==> src/design/sha512_pkg.sv <==
`timescale 1ns / 1ps

package sha512_pkg;

    localparam int WORD_W  = 64;
    localparam int COUNT_W = 4;
    localparam int BUF_DEPTH = 16;
    localparam int HASH_WORDS = 8;
    localparam int ROUNDS = 80;
    localparam int RND_W = 7;
    localparam int FILL_W = 4;
    localparam int IDX_W = 3;
    localparam int TDATA_W = 72;

    localparam logic [RND_W-1:0] LAST_RND = RND_W'(ROUNDS - 1);
    localparam logic [FILL_W-1:0] FILL_LEN_HI = FILL_W'(BUF_DEPTH - 2);
    localparam logic [FILL_W-1:0] FILL_FULL = FILL_W'(BUF_DEPTH - 1);
    localparam logic [IDX_W-1:0] IDX_LAST = IDX_W'(HASH_WORDS - 1);
    localparam logic [WORD_W-1:0] PAD_WORD = 64'h8000_0000_0000_0000;

    // Source of the word shifted into the block buffer
    typedef enum logic [2:0] {
        SEL_INPUT  = 3'd0,
        SEL_TAIL   = 3'd1,
        SEL_PAD80  = 3'd2,
        SEL_ZERO   = 3'd3,
        SEL_LEN_HI = 3'd4,
        SEL_LEN_LO = 3'd5
    } push_sel_t;

    typedef struct packed {
        logic             push;
        push_sel_t        sel;
        logic             add_bytes;
        logic             load_work;
        logic             round;
        logic [RND_W-1:0] rnd;
        logic             fold;
        logic             out_shift;
        logic [IDX_W-1:0] out_idx;
        logic             clear_total;
    } dp_cmd_t;

    localparam logic [WORD_W-1:0] IV_TABLE [HASH_WORDS] = '{
        64'h6a09e667f3bcc908, 64'hbb67ae8584caa73b,
        64'h3c6ef372fe94f82b, 64'ha54ff53a5f1d36f1,
        64'h510e527fade682d1, 64'h9b05688c2b3e6c1f,
        64'h1f83d9abfb41bd6b, 64'h5be0cd19137e2179
    };

    localparam logic [WORD_W-1:0] K_TABLE [ROUNDS] = '{
        64'h428a2f98d728ae22, 64'h7137449123ef65cd, 64'hb5c0fbcfec4d3b2f, 64'he9b5dba58189dbbc,
        64'h3956c25bf348b538, 64'h59f111f1b605d019, 64'h923f82a4af194f9b, 64'hab1c5ed5da6d8118,
        64'hd807aa98a3030242, 64'h12835b0145706fbe, 64'h243185be4ee4b28c, 64'h550c7dc3d5ffb4e2,
        64'h72be5d74f27b896f, 64'h80deb1fe3b1696b1, 64'h9bdc06a725c71235, 64'hc19bf174cf692694,
        64'he49b69c19ef14ad2, 64'hefbe4786384f25e3, 64'h0fc19dc68b8cd5b5, 64'h240ca1cc77ac9c65,
        64'h2de92c6f592b0275, 64'h4a7484aa6ea6e483, 64'h5cb0a9dcbd41fbd4, 64'h76f988da831153b5,
        64'h983e5152ee66dfab, 64'ha831c66d2db43210, 64'hb00327c898fb213f, 64'hbf597fc7beef0ee4,
        64'hc6e00bf33da88fc2, 64'hd5a79147930aa725, 64'h06ca6351e003826f, 64'h142929670a0e6e70,
        64'h27b70a8546d22ffc, 64'h2e1b21385c26c926, 64'h4d2c6dfc5ac42aed, 64'h53380d139d95b3df,
        64'h650a73548baf63de, 64'h766a0abb3c77b2a8, 64'h81c2c92e47edaee6, 64'h92722c851482353b,
        64'ha2bfe8a14cf10364, 64'ha81a664bbc423001, 64'hc24b8b70d0f89791, 64'hc76c51a30654be30,
        64'hd192e819d6ef5218, 64'hd69906245565a910, 64'hf40e35855771202a, 64'h106aa07032bbd1b8,
        64'h19a4c116b8d2d0c8, 64'h1e376c085141ab53, 64'h2748774cdf8eeb99, 64'h34b0bcb5e19b48a8,
        64'h391c0cb3c5c95a63, 64'h4ed8aa4ae3418acb, 64'h5b9cca4f7763e373, 64'h682e6ff3d6b2b8a3,
        64'h748f82ee5defb2fc, 64'h78a5636f43172f60, 64'h84c87814a1f0ab72, 64'h8cc702081a6439ec,
        64'h90befffa23631e28, 64'ha4506cebde82bde9, 64'hbef9a3f7b2c67915, 64'hc67178f2e372532b,
        64'hca273eceea26619c, 64'hd186b8c721c0c207, 64'heada7dd6cde0eb1e, 64'hf57d4f7fee6ed178,
        64'h06f067aa72176fba, 64'h0a637dc5a2c898a6, 64'h113f9804bef90dae, 64'h1b710b35131c471b,
        64'h28db77f523047d84, 64'h32caab7b40c72493, 64'h3c9ebe0a15c9bebc, 64'h431d67c49c100d4c,
        64'h4cc5d4becb3e42b6, 64'h597f299cfc657e2a, 64'h5fcb6fab3ad6faec, 64'h6c44198c4a475817
    };

endpackage

==> src/design/sha512_ctrl.sv <==
`timescale 1ns / 1ps

module sha512_ctrl
(
    input  logic                      clk,
    input  logic                      rst_n,
    input  logic                      in_valid,
    output logic                      in_ready,
    input  logic                      in_final,
    input  logic [3:0]                in_count,
    output logic                      out_valid,
    input  logic                      out_ready,
    output logic                      out_last,
    output logic [2:0]                out_idx,
    output sha512_pkg::dp_cmd_t       cmd
);
    import sha512_pkg::*;

    typedef enum logic [4:0] {
        ST_IDLE  = 5'b00001,
        ST_PAD   = 5'b00010,
        ST_ROUND = 5'b00100,
        ST_FOLD  = 5'b01000,
        ST_OUT   = 5'b10000
    } state_t;

    state_t             state_reg, state_next;
    logic [FILL_W-1:0]  fill_reg, fill_next;
    logic [RND_W-1:0]   rnd_reg, rnd_next;
    logic [IDX_W-1:0]   idx_reg, idx_next;
    logic               pad_active_reg, pad_active_next;
    logic               pad80_reg, pad80_next;
    logic               hi_done_reg, hi_done_next;
    logic               last_block_reg, last_block_next;
    logic               full_count;
    logic               wrap;

    // counts of eight and above take the whole word
    assign full_count = in_count[3];
    // a push in this cycle completes the block
    assign wrap = (fill_reg == FILL_FULL);

    always_comb
    begin
        state_next      = state_reg;
        fill_next       = fill_reg;
        rnd_next        = rnd_reg;
        idx_next        = idx_reg;
        pad_active_next = pad_active_reg;
        pad80_next      = pad80_reg;
        hi_done_next    = hi_done_reg;
        last_block_next = last_block_reg;

        cmd             = '0;
        cmd.sel         = SEL_INPUT;
        cmd.rnd         = rnd_reg;
        cmd.out_idx     = idx_reg;
        in_ready        = 1'b0;
        out_valid       = 1'b0;

        unique case (state_reg)
            ST_IDLE:
            begin
                in_ready = 1'b1;
                if (in_valid)
                begin
                    cmd.push      = 1'b1;
                    cmd.add_bytes = 1'b1;
                    if (in_final)
                    begin
                        pad_active_next = 1'b1;
                        pad80_next      = full_count;
                        cmd.sel         = full_count ? SEL_INPUT : SEL_TAIL;
                    end
                    if (wrap)
                    begin
                        cmd.load_work = 1'b1;
                        state_next    = ST_ROUND;
                    end
                    else if (in_final)
                    begin
                        state_next = ST_PAD;
                    end
                end
            end
            ST_PAD:
            begin
                cmd.push = 1'b1;
                priority if (pad80_reg)
                begin
                    cmd.sel    = SEL_PAD80;
                    pad80_next = 1'b0;
                end
                else if (hi_done_reg)
                begin
                    cmd.sel         = SEL_LEN_LO;
                    hi_done_next    = 1'b0;
                    last_block_next = 1'b1;
                end
                else if (fill_reg == FILL_LEN_HI)
                begin
                    cmd.sel      = SEL_LEN_HI;
                    hi_done_next = 1'b1;
                end
                else
                begin
                    cmd.sel = SEL_ZERO;
                end
                if (wrap)
                begin
                    cmd.load_work = 1'b1;
                    state_next    = ST_ROUND;
                end
            end
            ST_ROUND:
            begin
                cmd.round = 1'b1;
                if (rnd_reg == LAST_RND)
                begin
                    rnd_next   = '0;
                    state_next = ST_FOLD;
                end
                else
                begin
                    rnd_next = rnd_reg + 1'b1;
                end
            end
            ST_FOLD:
            begin
                cmd.fold = 1'b1;
                priority if (last_block_reg)
                    state_next = ST_OUT;
                else if (pad_active_reg)
                    state_next = ST_PAD;
                else
                    state_next = ST_IDLE;
            end
            ST_OUT:
            begin
                out_valid = 1'b1;
                if (out_ready)
                begin
                    cmd.out_shift = 1'b1;
                    idx_next      = idx_reg + 1'b1;
                    if (idx_reg == IDX_LAST)
                    begin
                        cmd.clear_total = 1'b1;
                        pad_active_next = 1'b0;
                        last_block_next = 1'b0;
                        state_next      = ST_IDLE;
                    end
                end
            end
            default:
            begin
                state_next = ST_IDLE;
            end
        endcase

        if (cmd.push)
            fill_next = fill_reg + 1'b1;
    end

    assign out_last = (idx_reg == IDX_LAST);
    assign out_idx  = idx_reg;

    always_ff @(posedge clk or negedge rst_n)
    begin
        if (!rst_n)
        begin
            state_reg      <= ST_IDLE;
            fill_reg       <= '0;
            rnd_reg        <= '0;
            idx_reg        <= '0;
            pad_active_reg <= 1'b0;
            pad80_reg      <= 1'b0;
            hi_done_reg    <= 1'b0;
            last_block_reg <= 1'b0;
        end
        else
        begin
            state_reg      <= state_next;
            fill_reg       <= fill_next;
            rnd_reg        <= rnd_next;
            idx_reg        <= idx_next;
            pad_active_reg <= pad_active_next;
            pad80_reg      <= pad80_next;
            hi_done_reg    <= hi_done_next;
            last_block_reg <= last_block_next;
        end
    end

endmodule

==> config.mk <==
export PLATFORM = sky130hd
export DESIGN_NAME = sha512_ctrl
export DESIGN_NICKNAME = d
export VERILOG_FILES = /design/src/design/sha512_pkg.sv /design/src/design/sha512_ctrl.sv
export SDC_FILE = /design/constraint.sdc
export NUM_CORES = 1
export LEC_CHECK = 0
export BUFFER_PORTS_ARGS = -buffer_cell sky130_fd_sc_hd__buf_2
export CORE_ASPECT_RATIO = 0.7
export CORE_MARGIN = 2
export CORE_UTILIZATION = 46
export DETAILED_ROUTE_END_ITERATION = 7
export PLACE_DENSITY = 0.82
export SLEW_MARGIN = 30
export SYNTH_ARGS = -nofsm -noshare
export SYNTH_HDL_FRONTEND = slang
export SYNTH_SLANG_ARGS = --single-unit
export TNS_END_PERCENT = 10
==> constraint.sdc <==
create_clock -name clk -period 1.4 [get_ports clk]
set_input_delay 0.14 -clock clk [delete_from_list [all_inputs] [get_ports clk]]
set_output_delay 0.14 -clock clk [all_outputs]
set_load 0.01 [all_outputs]
==> impl_summary.log <==
INFO  metric result_of_the_run = finished, violations left
INFO  metric failing_checks = negative setup slack
INFO  metric groute.usage.overall = 0.238
INFO  metric ys.flop_type = sky130_fd_sc_hd__dfrtp_1
INFO  metric worst_ep_arrival_time = 1.56 ns
INFO  metric cts_num_sinks = 23
INFO  metric power.share.switching = 0.400
INFO  metric die_area = ~3200 sq um
INFO  metric drt-wirelength-per-cell = about 16 microns
INFO  metric flow.area_growth_from_synthesis = 48.5%
INFO  metric viasPerCell = 5.52
INFO  metric dr.pass1.iters = 4
INFO  metric power.share.sequential = 0.324
INFO  metric drt_first_iter_violations = 66
INFO  metric cap_viol_max_count = 0
INFO  metric edff_count_synth = 0
INFO  metric worstReg2RegStart = state_reg[3]
INFO  metric critical_path.startpoint = state_reg[0]
INFO  metric crit_end = cmd[16]
INFO  metric cp.required = 1.26 ns
INFO  metric crit_fanout = 4
INFO  metric cts_buffers = 3
INFO  metric vdd_drop_max = around 1600 uV
INFO  metric p_switching = 1.30 mW
INFO  metric timing.final.ws_setup = -0.301 ns
INFO  metric dieWidth = 66.6 microns
INFO  metric setup_viol = 28
INFO  metric report.final.slew_viol_count = 0
INFO  metric drt-total-wl = 3440 microns
INFO  metric sequential_element_share_of_the_synthesized_area = 0.456
INFO  metric antenna_found_initial = 0
INFO  metric timing.hold.worst.class = in2reg
INFO  metric max_slew_margin_vs_limit = 0.661
INFO  metric cts.path.max_buffers = 2
INFO  metric critical_path_class = reg2out
INFO  metric nNetsFinal = 202
INFO  metric synthMostInstantiatedCell = sky130_fd_sc_hd__dfrtp_1
INFO  metric synth-seq-cells = 23
INFO  metric timing.final.crit_share = 1.22
INFO  metric max_clock_freq = 588 MHz
INFO  metric finalCriticalPeriod = 1.70 ns
INFO  metric r2r_endpoint = rnd_reg[4]
INFO  metric yosysTopAreaCell = sky130_fd_sc_hd__dfrtp_1
INFO  metric fillers = 164
INFO  metric net_count_after_synthesis = 140
INFO  metric yosys_warnings = 0
INFO  metric design_power_total = 3.26 mW
INFO  metric synth_area = 1260 sq um
INFO  metric numPortBuffers = 31
INFO  metric via_count = between 1000 and 1500
INFO  metric worst_setup_end_kind = output pin
INFO  metric power_density = ~1700 nW/um^2
INFO  metric synth_top_cell_area_share = 0.436
INFO  metric clock_insertion_delay_worst_skew = 0.27 ns
INFO  metric share_of_synthesized_registers_carrying_an_async_set_or_reset = 1.00
INFO  metric reg2regPathDepth = 6
INFO  metric globalRouteOverflowTotal = 0
INFO  metric leakagePower = 0.976 nW
INFO  metric grt_pass1_wl = 5410 microns
INFO  metric internal_power = between 1.5 and 2 mW
INFO  metric core_area = 2530 sq um
INFO  metric htreeDepth = 1
INFO  metric cts.clk_slew.worst_paths = 0.08 ns
INFO  metric transition_time_at_the_pin_with_the_least_slew_margin = slightly above 0.5 ns
INFO  metric rows = 15
INFO  metric top_cells_by_count_synth = sky130_fd_sc_hd__dfrtp_1 (22), sky130_fd_sc_hd__nand2_1 (9), sky130_fd_sc_hd__inv_1 (8), sky130_fd_sc_hd__nand3_1 (8), sky130_fd_sc_hd__nor2_1 (8)
INFO  metric design.portCount = 35
INFO  metric share_of_cells_above_drive_strength_1 = 0.561
INFO  metric place_congestion = roughly 0.83
INFO  metric tns = -4.88 ns
INFO  metric detailed_place_hpwl = 2370 microns
INFO  metric number_of_hold_violations_in_the_final_report = 0
INFO  metric grt_start_max_net_pins = 24
INFO  metric ff2ff_setup_slack = -0.23 ns
INFO  metric floorplan.initialDensity = 0.499
INFO  metric fin_worst_skew = slightly below 0.007 ns
INFO  metric netlist_instances = between 100 and 150
INFO  metric max_ffs_per_register = 7
INFO  metric post_synth_main_area_contributors = sky130_fd_sc_hd__dfrtp_1 (44%), sky130_fd_sc_hd__ha_1 (5.0%), sky130_fd_sc_hd__nand3_1 (3.2%)
INFO  metric drt_drc_violations_left = 0
INFO  metric cts_root_buffer = sky130_fd_sc_hd__clkbuf_8
INFO  metric worst_hold_startpoint = in_count[3]
INFO  metric yosysUniqueCellTypes = between 40 and 50
INFO  metric unrepaired_setup_endpoints_after_global_routing = yes
INFO  metric post-route-util = 0.741
INFO  metric syn_area_per_cell = between 10 and 15 sq um
INFO  metric chipHeight = 47.9 microns
INFO  metric tritoncts_clock_tree = built
INFO  metric antenna_cells = 0
INFO  metric comb_power_share = 0.549
INFO  metric first_global_vias = roughly 1200
INFO  metric worst_setup_path_start_kind = flop
INFO  metric drt.antenna.violating_nets = 0
INFO  metric p_clk_frac = 0.127
==> cells in the final DEF (no fill, tap or decap), types with 3 or more instances in the layout <==
| cell type | instances |
|---|---|
| sky130_fd_sc_hd__buf_4 | 23 |
| sky130_fd_sc_hd__ha_1 | 3 |
| sky130_fd_sc_hd__a22o_1 | 3 |
| sky130_fd_sc_hd__inv_1 | 4 |
| sky130_fd_sc_hd__xnor2_1 | 4 |
| sky130_fd_sc_hd__and3_1 | 3 |
| sky130_fd_sc_hd__buf_6 | 9 |
| sky130_fd_sc_hd__buf_2 | 28 |
| sky130_fd_sc_hd__nand2b_1 | 3 |
| sky130_fd_sc_hd__dfrtp_2 | 3 |
| sky130_fd_sc_hd__clkbuf_8 | 3 |
| sky130_fd_sc_hd__o21ai_1 | 3 |
| sky130_fd_sc_hd__dfrtp_1 | 19 |
| sky130_fd_sc_hd__nand2_1 | 8 |
| sky130_fd_sc_hd__mux2_2 | 3 |
| sky130_fd_sc_hd__nand3_1 | 4 |
| sky130_fd_sc_hd__o21ai_0 | 5 |
| sky130_fd_sc_hd__inv_2 | 4 |
| sky130_fd_sc_hd__nand3_2 | 3 |
| sky130_fd_sc_hd__nor2_1 | 5 |
==> logic make-up (layout without fill, tap and decap cells) <==
logic type | Yosys count | in the layout | share of synthesized area
AND/OR/NAND/NOR | 51 | 51 | 0.240
AO/OA/AOI/OAI | 25 | 25 | 0.133
XOR/XNOR | 6 | 6 | 0.0416
flip-flops | 23 | 23 | 0.456
adder cells (fa/ha/maj) | 5 | 5 | 0.0495
multiplexers | 3 | 3 | 0.0267
buffers and inverters | 13 | 74 | 0.0535
==> critical path: stages, from the launching register on <==
cell                      delay (ns)
sky130_fd_sc_hd__dfstp_2        0.55
sky130_fd_sc_hd__nor2b_4        0.18
sky130_fd_sc_hd__nand2_2        0.10
sky130_fd_sc_hd__inv_2          0.10
sky130_fd_sc_hd__nand3_1        0.09
sky130_fd_sc_hd__o32ai_2        0.12
sky130_fd_sc_hd__buf_2          0.16
==> metal layers <==
metal,share of wire,up-vias,global-route usage,wire length [microns]
li1,-,574,-,-
met1,0.42,592,0.280,1440
met2,0.51,46,0.430,1740
met3,0.055,9,0.0541,190
met4,0.021,0,0.110,72
met5,0,-,0,0
==> power groups by stage <==
stage	Clock, mW	Combinational [mW]	Sequential [mW]
after global placement	0	1.23	1.02
after global routing	0.456	1.94	1.08
after floorplan	0	0.732	1.04
after detailed placement	0	1.31	1.04
after CTS	0.420	1.72	1.05
final	0.414	1.79	1.06
==> area by class of cell <==
| cell class | count | area [sq um] | area share |
|---|---|---|---|
| repair buffers | 61 | 424 | 0.226 |
| inverters | 9 | 36.3 | 0.0193 |
| multi-input cells | 90 | 747 | 0.398 |
| flip-flops and latches | 23 | 581 | 0.309 |
| clock inverters | 1 | 5.00 | 0.00267 |
| clock buffers | 3 | 41.3 | 0.0220 |
| well taps | 34 | 42.5 | 0.0227 |
==> through the flow <==
stage	std cells	setup slack, ns	instance area (sq um)	hold WS, ns
after detailed placement	206	-0.222	1570	0.141
after CTS	217	-0.301	1810	0.120
after global placement	206	-0.0870	1570	0.134
after floorplan	126	-0.0212	1270	-0.156
after global routing	221	-0.369	1880	0.151
final	221	-0.301	1880	0.152
==> how the worst min path moves through the flow <==
stage	depth (start not counted)	end	slack [ns]
global route	2	pad80_reg	0.15
floorplan	0	fill_reg[0]	-0.16
global placement	1	rnd_reg[6]	0.13
finish	2	pad80_reg	0.15
detailed placement	1	rnd_reg[6]	0.14
CTS	2	pad80_reg	0.12
==> repair_timing <==
| item | in CTS | in global routing |
|---|---|---|
| hold endpoints to repair | 22 | 0 |
| hold buffers | 1 | 0 |
| pin swaps | 15 | 3 |
| setup buffers | 6 | 4 |
| setup endpoints to repair | 30 | 30 |
| gates resized for setup | 35 | 10 |
Power figures use the tool's default switching activity.
